**src/rtl/core/clipped_box_blur_rgb_defines.svh**
```systemverilog
// Assertion helpers for the box blur core.
`ifndef CLIPPED_BOX_BLUR_RGB_DEFINES_SVH
`define CLIPPED_BOX_BLUR_RGB_DEFINES_SVH

// same-cycle implication
`define CLB_ASSERT_NOW(label, clk, rst, ante, cons, msg) \
  label: assert property (@(posedge clk) disable iff (rst) (ante) |-> (cons)) else $error(msg);

// next-cycle implication
`define CLB_ASSERT_NEXT(label, clk, rst, ante, cons, msg) \
  label: assert property (@(posedge clk) disable iff (rst) (ante) |=> (cons)) else $error(msg);

`endif

```
**src/rtl/core/clb_pkg.sv**
```systemverilog
package clb_pkg;

  localparam int PIX_W = 24;
  localparam int CFG_IDX_W = 2;
  localparam int CFG_DATA_W = 13;

  typedef logic [7:0] chan_t;

  typedef enum logic [CFG_IDX_W-1:0] {
    CFG_RADIUS = 2'd0,
    CFG_WIDTH  = 2'd1,
    CFG_HEIGHT = 2'd2,
    CFG_NONE   = 2'd3
  } cfg_idx_t;

endpackage

```
**src/rtl/core/clb_div.sv**
```systemverilog
module clb_div #(
  parameter int SW = 16,
  parameter int CW = 8
) (
  input  logic                      clk,
  input  logic                      rst,
  input  logic                      start,
  input  logic [2:0][SW-1:0]        num,
  input  logic [CW-1:0]             den,
  output clb_pkg::chan_t [2:0]      quo,
  output logic                      done
);
  import clb_pkg::*;

  localparam int KW = $clog2(SW + 1);

  logic [2:0][SW-1:0] n;
  logic [2:0][CW-1:0] rm;
  logic [2:0][SW-1:0] n_next;
  logic [2:0][CW-1:0] rm_next;
  logic [CW-1:0]      d;
  logic [KW-1:0]      steps;
  logic               busy;

  always_comb begin
    logic [CW:0] t;
    logic        ge;
    for (int ch = 0; ch < 3; ch++) begin
      t = {rm[ch], n[ch][SW-1]};
      ge = (t >= {1'b0, d});
      rm_next[ch] = ge ? CW'(t - {1'b0, d}) : CW'(t);
      n_next[ch] = {n[ch][SW-2:0], ge};
    end
  end

  always_ff @(posedge clk) begin
    if (rst) begin
      busy <= 1'b0;
      done <= 1'b0;
      steps <= '0;
    end else begin
      done <= 1'b0;
      if (start) begin
        busy <= 1'b1;
        steps <= KW'(SW);
      end else if (busy) begin
        steps <= steps - 1'b1;
        if (steps == KW'(1)) begin
          busy <= 1'b0;
          done <= 1'b1;
        end
      end
    end
  end

  always_ff @(posedge clk) begin
    if (start) begin
      n <= num;
      rm <= '0;
      d <= den;
    end else if (busy) begin
      n <= n_next;
      rm <= rm_next;
    end
  end

  always_comb begin
    for (int ch = 0; ch < 3; ch++) begin
      quo[ch] = n[ch][7:0];
    end
  end

endmodule

```
**config.mk**
```make
export PLATFORM = sky130hd
export DESIGN_NAME = clb_div
export DESIGN_NICKNAME = d
export VERILOG_FILES = /design/src/rtl/core/clipped_box_blur_rgb_defines.svh /design/src/rtl/core/clb_pkg.sv /design/src/rtl/core/clb_div.sv
export SDC_FILE = /design/constraint.sdc
export NUM_CORES = 1
export LEC_CHECK = 0
export BUFFER_PORTS_ARGS = -buffer_cell sky130_fd_sc_hd__buf_2
export CORE_AREA = 2 2 95 97
export CTS_CLUSTER_SIZE = 8
export DETAILED_ROUTE_END_ITERATION = 10
export DIE_AREA = 0 0 97 99
export MAX_ROUTING_LAYER = met4
export PLACE_DENSITY = 0.84
export SYNTH_ARGS = -nofsm -noshare
export SYNTH_HDL_FRONTEND = slang
export SYNTH_SLANG_ARGS = --single-unit
```
**constraint.sdc**
```tcl
create_clock -name clk -period 4.1 [get_ports clk]
set_clock_uncertainty 0.05 [all_clocks]
set_input_delay 0.205 -clock clk [delete_from_list [all_inputs] [get_ports clk]]
set_output_delay 0.205 -clock clk [all_outputs]
set_load 0.01 [all_outputs]
```
Yosys cells after proc, flatten, opt, wreduce, memory -nomap -nowiden
Cells that the tools add are included.

cells by class
  eq/ne operators = 1
  bitwise gates (word level) = 1
  add/sub/neg operators = 4
  magnitude comparators = 3
  reduce and logical (&&, ||, !) cells = 3
  muxes and demuxes = 11

operators with widths
  cell                                                                   count
  48-bit 2-to-1 mux                                                      2
  9-bit by 8-bit greater-or-equal comparator with 1-bit output           3
  8-bit 2-to-1 mux                                                       3
  8-bit subtractor                                                       3
  5-bit 2-to-1 mux                                                       2
  5-bit by 1-bit equality test with 1-bit output, second input constant  1
  5-bit by 1-bit subtractor with 5-bit output, second input constant     1
  1-bit 2-to-1 mux                                                       4
  3-bit OR reduction                                                     1
  2-bit nonzero test                                                     1
  2-bit OR reduction                                                     1
  1-bit inverter                                                         1

storage, ports and cells
  output and inout port bits = 25
  word-level logic and storage cells = 34
  flip-flop bits (word level) = 87

Logic depth before layout (Yosys ltp)
Gate-level depths: netlist (run 1).

  depth in word-level cells = 4
  gate-level depth with buffers = 8
  gate-level depth less buffers = 8

Worst setup path after synthesis (run 1)
OpenSTA, ideal clock, no wires.

  kind = input port to flip-flop
  start = input start
  end = register n[10] (netlist name), enable pin
  library setup time = 0.405 ns
  setup slack = 2.063 ns
  stages = 3
  data arrival time = 1.582 ns
  buffers on the path = 1
  cells stage by stage = clkbuf_1 -> nor2_1 -> inv_1

between the ends
  longest elaborated chain between the ends = 1

ends and longest elaborated chain
  item                                 RTL line       RTL
  start: declaration                   clb_div.sv:7   input logic start,
  2-bit nonzero test (no source line)  n/a
  end signal: assignment               clb_div.sv:58  n <= num;
  end signal: assignment               clb_div.sv:62  n <= n_next;
  end: declaration                     clb_div.sv:17  logic [2:0][SW-1:0] n;

Every way passes these cells.
A chain may end at the register's enable or synchronous reset.

==> impl_metrics.py, run 1 <==
metrics = {
    "run_status": {
        "status": "finished clean",
    },
    "worst_setup_path": {
        "start_kind": "flip-flop",
        "crit_start": "busy$_SDFF_PP0_",
        "crit_buf_inv": 1,
        "path_delay_family": "simple AND/OR/NAND/NOR gates",
        "r2r-end": "rm[19]$_SDFFE_PP0P_",
        "cp_max_fo": 52,
        "critical_path_arrival_ns": 3.04,
        "slowest_delay_ns": 0.95,
        "rr_startpoint": "busy$_SDFF_PP0_",
        "cp-end-kind": "flip-flop",
        "slowest_stage": "nor2_1",
        "critPathKind": "flip-flop to flip-flop",
        "cp-endpoint": "rm[19]$_SDFFE_PP0P_",
        "path_depth": 3,
        "required_ns": 4.32,
        "r2r_slack_ns": 1.28,
        "crit_chain": "nor2_1 -> inv_2 -> o22ai_1",
        "reg2regPathDepth": 3,
    },
    "floorplanning": {
        "start_util_pct": 58.8,
        "die_width_um": 97,
        "rows": 34,
        "ioPinCount": 84,
        "dieArea_sq_um": 9600,
        "die_h_um": 99,
        "core_sq_um": 8550,
    },
    "yosys": {
        "ys_seq_area_share_pct": 45.8,
        "ys_dominant_reg_cell": "edfxtp_1",
        "syn_nets": 529,
        "ys_types": 50,
        "synth-edff-count": 56,
        "ys_ff_latch": 87,
        "synthArstFlopShare_pct": 0,
        "ys_warn_count": 0,
        "synthCells": 441,
        "avgSynthCellArea_sq_um": 11.4,
        "synth_area_sq_um": 5030,
    },
    "drt": {
        "drt_iter0_drc": 174,
        "drc": 0,
        "via_per_inst": 5.61,
        "postRouteAntennaNets": 0,
        "finalWirelength_um": 9670,
        "routedWlPerCell_um": 15.6,
        "route.vias.total": 3466,
        "dr.pass1.iters": 7,
    },
    "power_and_ir_drop": {
        "combPwrFrac_pct": 19.6,
        "power.density_nw_per_um2": 383,
        "irDropWorstVdd_mv": 0.333,
        "p_leak_nw": 2.31,
        "finalPower_mw": 2.16,
        "seqPwrFrac_pct": 49.1,
        "power_switching_mw": 0.586,
        "p_sw_share_pct": 27.2,
        "power.share.clock_pct": 31.3,
        "internal_power_mw": 1.57,
    },
    "clock_tree": {
        "h-tree-depth": 3,
        "numCtsBuffers": 9,
        "cts_tree": "built",
        "postCtsSetupBuffers": 0,
        "insertion_delay_ns": 0.36,
        "postCtsResizedCells": 0,
        "clkSinkCount": 87,
        "clk_pin_slew_worst_paths_ns": 0.09,
        "cts_root_buf": "clkbuf_8",
        "clock_path_buffers": 2,
    },
    "grt": {
        "grt_pass1_wl_um": 16200,
        "grt_use_met3_pct": 4.61,
        "grt_pass1_vias": 3482,
        "grt.busiest_layer": "met2",
        "grt_usage_pct": 21.6,
        "grtUsageMet1_pct": 26.5,
        "met2_usage_pct": 35.8,
        "grt_overflow": 0,
        "grt_max_degree": 73,
        "antenna_found_initial": 0,
    },
    "final_layout": {
        "area_growth_pct": 11.9,
        "drive_gt1_share_pct": 35.5,
        "fin_cells": 618,
        "antennaDiodeCount": 0,
        "final_cell_mix": "buf_2 (83), edfxtp_1 (56), mux2_2 (48)",
        "mostFrequentLayoutCell": "buf_2",
        "nNetsFinal": 593,
    },
    "placed_design": {
        "port-buffer-count": 83,
        "dpl.hpwl_um": 6680,
        "gp_congestion": 0.851,
        "dpl.cell_count": 594,
    },
    "sta": {
        "max_freq_mhz": 355,
        "relSlewSlack_pct": 29.3,
        "final_max_slew_viol_count": 0,
        "worstMarginPinSlew_ns": 1.06,
        "rsz0062_at_grt": "false",
        "holdWs_ns": 0.0433,
        "final_hold_viol_count": 0,
        "fin_crit_ns": 2.82,
        "post-route-period-util_pct": 68.8,
        "setup_viol": 0,
        "finalSetupTns_ns": 0,
    },
    "run": {
        "drv_cap": 0,
    },
    "min_path": {
        "min_path_type": "primary input to flip-flop",
    },
}
==> area by class of cell <==
type	instances	area, sq um
Fill cell	656	2920
Multi-Input combinational cell	288	2360
Sequential cell	87	2300
Timing Repair Buffer	92	503
Tap cell	108	135
Clock buffer	9	124
Clock inverter	7	101
Inverter	27	101
==> sequential cells by signal, indices dropped and copies added (netlist names) <==
register	flops
done	1
steps	5
n	24
d	8
rm	24
quo	24
busy	1
==> Yosys cell counts, types with 3 or more instances <==
| master | n | area share [%] |
|---|---|---|
| edfxtp_1 | 56 | 33 |
| mux2_2 | 48 | 11 |
| nor2_1 | 34 | 2.5 |
| dfxtp_1 | 31 | 12 |
| inv_1 | 27 | 2.0 |
| ha_1 | 26 | 6.5 |
| nand2_1 | 26 | 1.9 |
| buf_4 | 24 | 3.6 |
| mux2i_1 | 12 | 2.4 |
| o21ai_0 | 12 | 1.2 |
| nor2b_1 | 11 | 1.4 |
| xnor2_1 | 9 | 1.6 |
| a211oi_1 | 8 | 1.2 |
| a21oi_1 | 8 | 0.80 |
| nor3_1 | 8 | 0.80 |
| o22ai_1 | 7 | 0.87 |
| a211oi_2 | 6 | 1.5 |
| a21oi_2 | 6 | 1.0 |
| a31oi_1 | 6 | 0.75 |
| buf_2 | 6 | 0.60 |
| xor2_1 | 6 | 1.0 |
| nand2b_1 | 5 | 0.62 |
| a22o_1 | 3 | 0.52 |
| a31o_2 | 3 | 0.52 |
| buf_1 | 3 | 0.22 |
| buf_6 | 3 | 0.67 |
| clkbuf_1 | 3 | 0.22 |
| fa_1 | 3 | 1.2 |
| mux2_4 | 3 | 0.90 |
| nand3_2 | 3 | 0.60 |
| o21ai_1 | 3 | 0.30 |
| o221ai_2 | 3 | 0.90 |
| o31ai_1 | 3 | 0.45 |
| o31ai_2 | 3 | 0.75 |
==> logic make-up after synthesis <==
family | after synthesis | synth area share, %
adders and majority gates | 29 | 7.66
muxes | 63 | 14.0
xor gates and xnor gates | 15 | 2.61
buffers and inverters | 66 | 7.31
AOI/OAI and AO/OA | 83 | 13.0
DFF | 87 | 45.8
and+or+nand+nor | 98 | 9.60
==> power by group through the flow <==
stage | Sequential, mW | Clock (mW) | Combinational, mW
2_1_floorplan | 1.06 | 0 | 0.345
3_3_place_gp | 1.08 | 0 | 0.394
3_5_place_dp | 1.08 | 0 | 0.411
4_1_cts | 1.06 | 0.684 | 0.422
5_1_grt | 1.07 | 0.719 | 0.469
6_report | 1.06 | 0.674 | 0.423
==> worst min-delay path by stage <==
stage                     startpoint                    end  depth (start not counted)  slack, ns
after global placement        den[2]         d[2]$_DFFE_PP_                          1       0.33
final                            rst  steps[4]$_SDFFE_PP0P_                          2       0.04
after detailed placement      den[3]         d[3]$_DFFE_PP_                          1       0.33
after floorplan                  rst  steps[4]$_SDFFE_PP0P_                          1       0.23
after CTS                        rst  steps[3]$_SDFFE_PP0P_                          2       0.03
after global routing             rst  steps[2]$_SDFFE_PP0P_                          2       0.06
==> metrics by stage <==
step	util, %	setup WS (ns)	instance area (sq um)
CTS	65.8	1.25	5630
finish	65.8	1.28	5630
detailed placement	62.2	1.28	5320
floorplan	-	2.06	5030
global route	65.8	0.970	5630
global placement	62.2	1.46	5320
==> what timing repair did <==
item,CTS,global route
hold endpoints to repair,8,0
endpoints found under the setup margin,0,0
hold buffers,8,0
==> layer usage <==
| layer | part of all wire (%) | routed length (um) |
|---|---|---|
| met5 | 0 | 0 |
| met4 | 1.3 | 123 |
| met3 | 5.4 | 522 |
| met2 | 48 | 4650 |
| met1 | 45 | 4370 |
No activity file was read; power rests on OpenSTA's default activity.
==> run 2: changes to the inputs <==
--- a/config.mk
+++ b/config.mk
@@ -5,13 +5,14 @@
 export SDC_FILE = /design/constraint.sdc
 export NUM_CORES = 1
 export LEC_CHECK = 0
+export ABC_AREA = 1
 export BUFFER_PORTS_ARGS = -buffer_cell sky130_fd_sc_hd__buf_2
-export CORE_AREA = 2 2 95 97
+export CORE_AREA = 2 2 100 102
 export CTS_CLUSTER_SIZE = 8
 export DETAILED_ROUTE_END_ITERATION = 10
-export DIE_AREA = 0 0 97 99
+export DIE_AREA = 0 0 102 104
 export MAX_ROUTING_LAYER = met4
-export PLACE_DENSITY = 0.84
+export PLACE_DENSITY = 0.8
 export SYNTH_ARGS = -nofsm -noshare
 export SYNTH_HDL_FRONTEND = slang
 export SYNTH_SLANG_ARGS = --single-unit
==> constraint.sdc (replaced) <==
create_clock -name clk -period 2.9 [get_ports clk]
set_clock_uncertainty 0.05 [all_clocks]
set_input_delay 0.145 -clock clk [delete_from_list [all_inputs] [get_ports clk]]
set_output_delay 0.145 -clock clk [all_outputs]
set_load 0.01 [all_outputs]
==> run 2 against run 1 <==
Effect of this change: routed wire length up 36%; final area up 12%; critical path depth increased by 6; sequential share of layout area down 4.4 points; largest power group unchanged; non-clock buffer count grew 39; total power grew 43%.
==> impl_metrics.py, run 2 <==
metrics = {
    "placed_design": {
        "dpl.cell_count": 853,
        "place_ws_ns": 0.951,
        "gp_congestion": 1.02,
        "dpl_cell_area_sq_um": 5660,
        "port-buffer-count": 83,
        "dpl.hpwl_um": 8640,
    },
    "final_layout": {
        "drive_gt1_share_pct": 19.4,
        "final_area_sq_um": 6300,
        "nNetsFinal": 862,
        "antennaDiodeCount": 0,
        "mostFrequentLayoutCell": "nand2_1",
        "area_growth_pct": 18.7,
        "fin_cells": 912,
        "n_fill_cell": 749,
        "final_cell_mix": "nand2_1 (275), buf_2 (83), inv_1 (71)",
    },
    "sta": {
        "max_freq_mhz": 498,
        "timing.final.ws_setup_ns": 0.892,
        "final_max_slew_viol_count": 0,
        "rsz0062_at_grt": "false",
        "post-route-period-util_pct": 69.2,
        "finalSetupTns_ns": 0,
        "relSlewSlack_pct": 42.2,
        "fin_crit_ns": 2.01,
        "final_hold_viol_count": 0,
        "worstMarginPinSlew_ns": 0.866,
        "setup_viol": 0,
    },
    "worst_setup_path": {
        "cp-end-kind": "flip-flop",
        "start_kind": "flip-flop",
        "slowest_stage": "edfxtp_1",
        "r2r-end": "rm[0]$_SDFFE_PP0P_",
        "required_ns": 3.17,
        "reg2regPathDepth": 9,
        "rr_startpoint": "d[1]$_DFFE_PP_",
        "crit_chain": "inv_1 -> ha_1 -> nand3_1 -> nor2_1 -> a21oi_4 -> nand2_4 -> nand2_1 -> nand3_1 -> nand2_1",
        "cp_max_fo": 10,
        "r2r_slack_ns": 0.89,
        "critPathKind": "flip-flop to flip-flop",
        "critical_path_arrival_ns": 2.28,
        "slowest_delay_ns": 0.50,
    },
    "drt": {
        "route.vias.total": 4787,
        "postRouteAntennaNets": 0,
        "dr.pass1.iters": 8,
        "routedWlPerCell_um": 14.4,
        "drc": 0,
        "finalWirelength_um": 13100,
        "via_per_inst": 5.25,
        "drt_iter0_drc": 367,
    },
    "power_and_ir_drop": {
        "internal_power_mw": 2.16,
        "combPwrFrac_pct": 21.4,
        "power.share.clock_pct": 30.2,
        "p_leak_nw": 3.27,
        "seqPwrFrac_pct": 48.4,
        "irDropWorstVdd_mv": 0.318,
        "p_sw_share_pct": 30.0,
        "power.density_nw_per_um2": 489,
        "power_switching_mw": 0.926,
    },
    "min_path": {
        "holdCritStartpoint": "num[12]",
        "min_path_type": "primary input to flip-flop",
        "whs_path_depth": 3,
        "holdPathEnd": "n[12]$_DFFE_PP_",
    },
    "yosys": {
        "synthTopCellsByArea": "edfxtp_1 (32%), nand2_1 (19%), dfxtp_1 (12%)",
        "ys_dominant_reg_cell": "edfxtp_1",
        "ys_ff_latch": 87,
        "synthCells": 672,
        "synth_top_area_cell": "edfxtp_1",
        "synth_top_area_share_pct": 31.7,
        "synth_area_sq_um": 5310,
        "ys_types": 37,
        "avgSynthCellArea_sq_um": 7.90,
        "ys_seq_area_share_pct": 43.4,
        "synth-edff-count": 56,
        "synthArstFlopShare_pct": 0,
        "yosysMostFrequentCell": "nand2_1",
        "synth_common_cells": "nand2_1 (275), inv_1 (72), nand3_1 (67), edfxtp_1 (56), dfxtp_1 (31)",
        "ys_warn_count": 0,
        "syn_nets": 760,
    },
    "grt": {
        "grt_overflow": 0,
        "grt_usage_pct": 26.6,
        "grt_pass1_wl_um": 21900,
        "grt_pass1_vias": 4769,
        "grt_max_degree": 54,
        "antenna_found_initial": 0,
    },
    "run": {
        "drv_cap": 0,
    },
    "floorplanning": {
        "rows": 36,
        "core_sq_um": 9550,
        "ioPinCount": 84,
        "dieArea_sq_um": 10600,
        "start_util_pct": 55.6,
        "die_width_um": 102,
        "die_h_um": 104,
    },
    "clock_tree": {
        "cts_tree": "built",
        "h-tree-depth": 3,
        "postCtsSetupBuffers": 0,
        "clk_pin_slew_worst_paths_ns": 0.09,
        "clkSinkCount": 87,
        "cts_root_buf": "clkbuf_8",
        "numCtsBuffers": 9,
        "insertion_delay_ns": 0.37,
        "clock_path_buffers": 2,
    },
    "run_status": {
        "status": "finished clean",
    },
}
-- run 2: changes by cell type after synthesis, sizes merged, moves of 6 or more --
cell    change
a211oi     -13
clkbuf      +6
inv        +50
mux2       -51
mux2i      -12
nand2     +273
nand3      +66
nor2        -6
nor2b      -11
o21ai      -15
o22ai       -7
o31ai       -6
-- run 2: timing repair --
action / CTS / global route
hold buffers: 43 / 0
endpoints found under the hold margin: 43 / 0
resized for setup: 0 / 0
-- run 2: critical path: cells and delay by family, from the launching register on --
kind | cells | cell delay [ns]
adder cells (fa/ha/maj) | 1 | 0.35
flip-flops | 1 | 0.50
AND/OR/NAND/NOR | 6 | 0.59
AO/OA/AOI/OAI | 1 | 0.36
buffers and inverters | 1 | 0.13
-- run 2: metrics by stage --
step / utilization [%] / power, mW / hold WS [ns]
final: 66.0 / 3.09 / 0.00965
after global routing: 66.0 / 3.22 / 0.0117
after CTS: 66.0 / 3.08 / 0.000315
after detailed placement: 59.2 / 2.11 / 0.274
after global placement: 59.2 / 2.09 / 0.266
after floorplan: - / 1.97 / 0.164
-- run 2: area by class of cell --
type	instances	area (sq um)	share of cell area, %
multi-input cells	468	2450	38.8
flip-flops and latches	87	2300	36.5
repair buffers	131	883	14.0
inverters	77	289	4.59
well taps	133	166	2.64
clock buffers	11	153	2.42
clock inverters	5	63.8	1.01
-- run 2: cells by family (layout without fill, tap and decap cells) --
family                     Yosys count  after routing  share of synthesized area, %
AOI/OAI and AO/OA                   19             19                          2.55
buffers and inverters              117            224                          10.6
xor gates and xnor gates            10             10                          1.65
adders and majority gates           29             29                          7.26
and+or+nand+nor                    410            410                          34.6
DFF                                 87             87                          43.4
-- run 2: worst max-delay path by stage --
stage,from,slack [ns],cells past startpoint,to
after detailed placement,d[1]$_DFFE_PP_,0.95,6,quo[0]$_DFFE_PP_
after global placement,d[1]$_DFFE_PP_,1.03,6,quo[0]$_DFFE_PP_
after global routing,d[1]$_DFFE_PP_,0.73,10,rm[9]$_SDFFE_PP0P_
after floorplan,busy$_SDFF_PP0_,0.98,2,n[10]$_DFFE_PP_
final,d[1]$_DFFE_PP_,0.89,9,rm[0]$_SDFFE_PP0P_
after CTS,d[1]$_DFFE_PP_,0.91,6,quo[0]$_DFFE_PP_
-- run 2: routing by layer --
metal,track usage [%],vias to the layer above,wire length (um),share of wire (%)
met5,-,-,0,0
met4,12.3,0,444,3.4
met3,4.10,43,834,6.4
met2,43.3,219,6520,50
met1,32.4,2208,5310,40
li1,-,2317,-,-
-- run 2: power by group through the flow --
| stage | Clock [mW] | Sequential [mW] | Combinational, mW |
|---|---|---|---|
| floorplan | 0 | 1.50 | 0.474 |
| global placement | 0 | 1.51 | 0.578 |
| detailed placement | 0 | 1.52 | 0.598 |
| CTS | 0.943 | 1.49 | 0.646 |
| global route | 0.992 | 1.50 | 0.729 |
| finish | 0.932 | 1.49 | 0.660 |
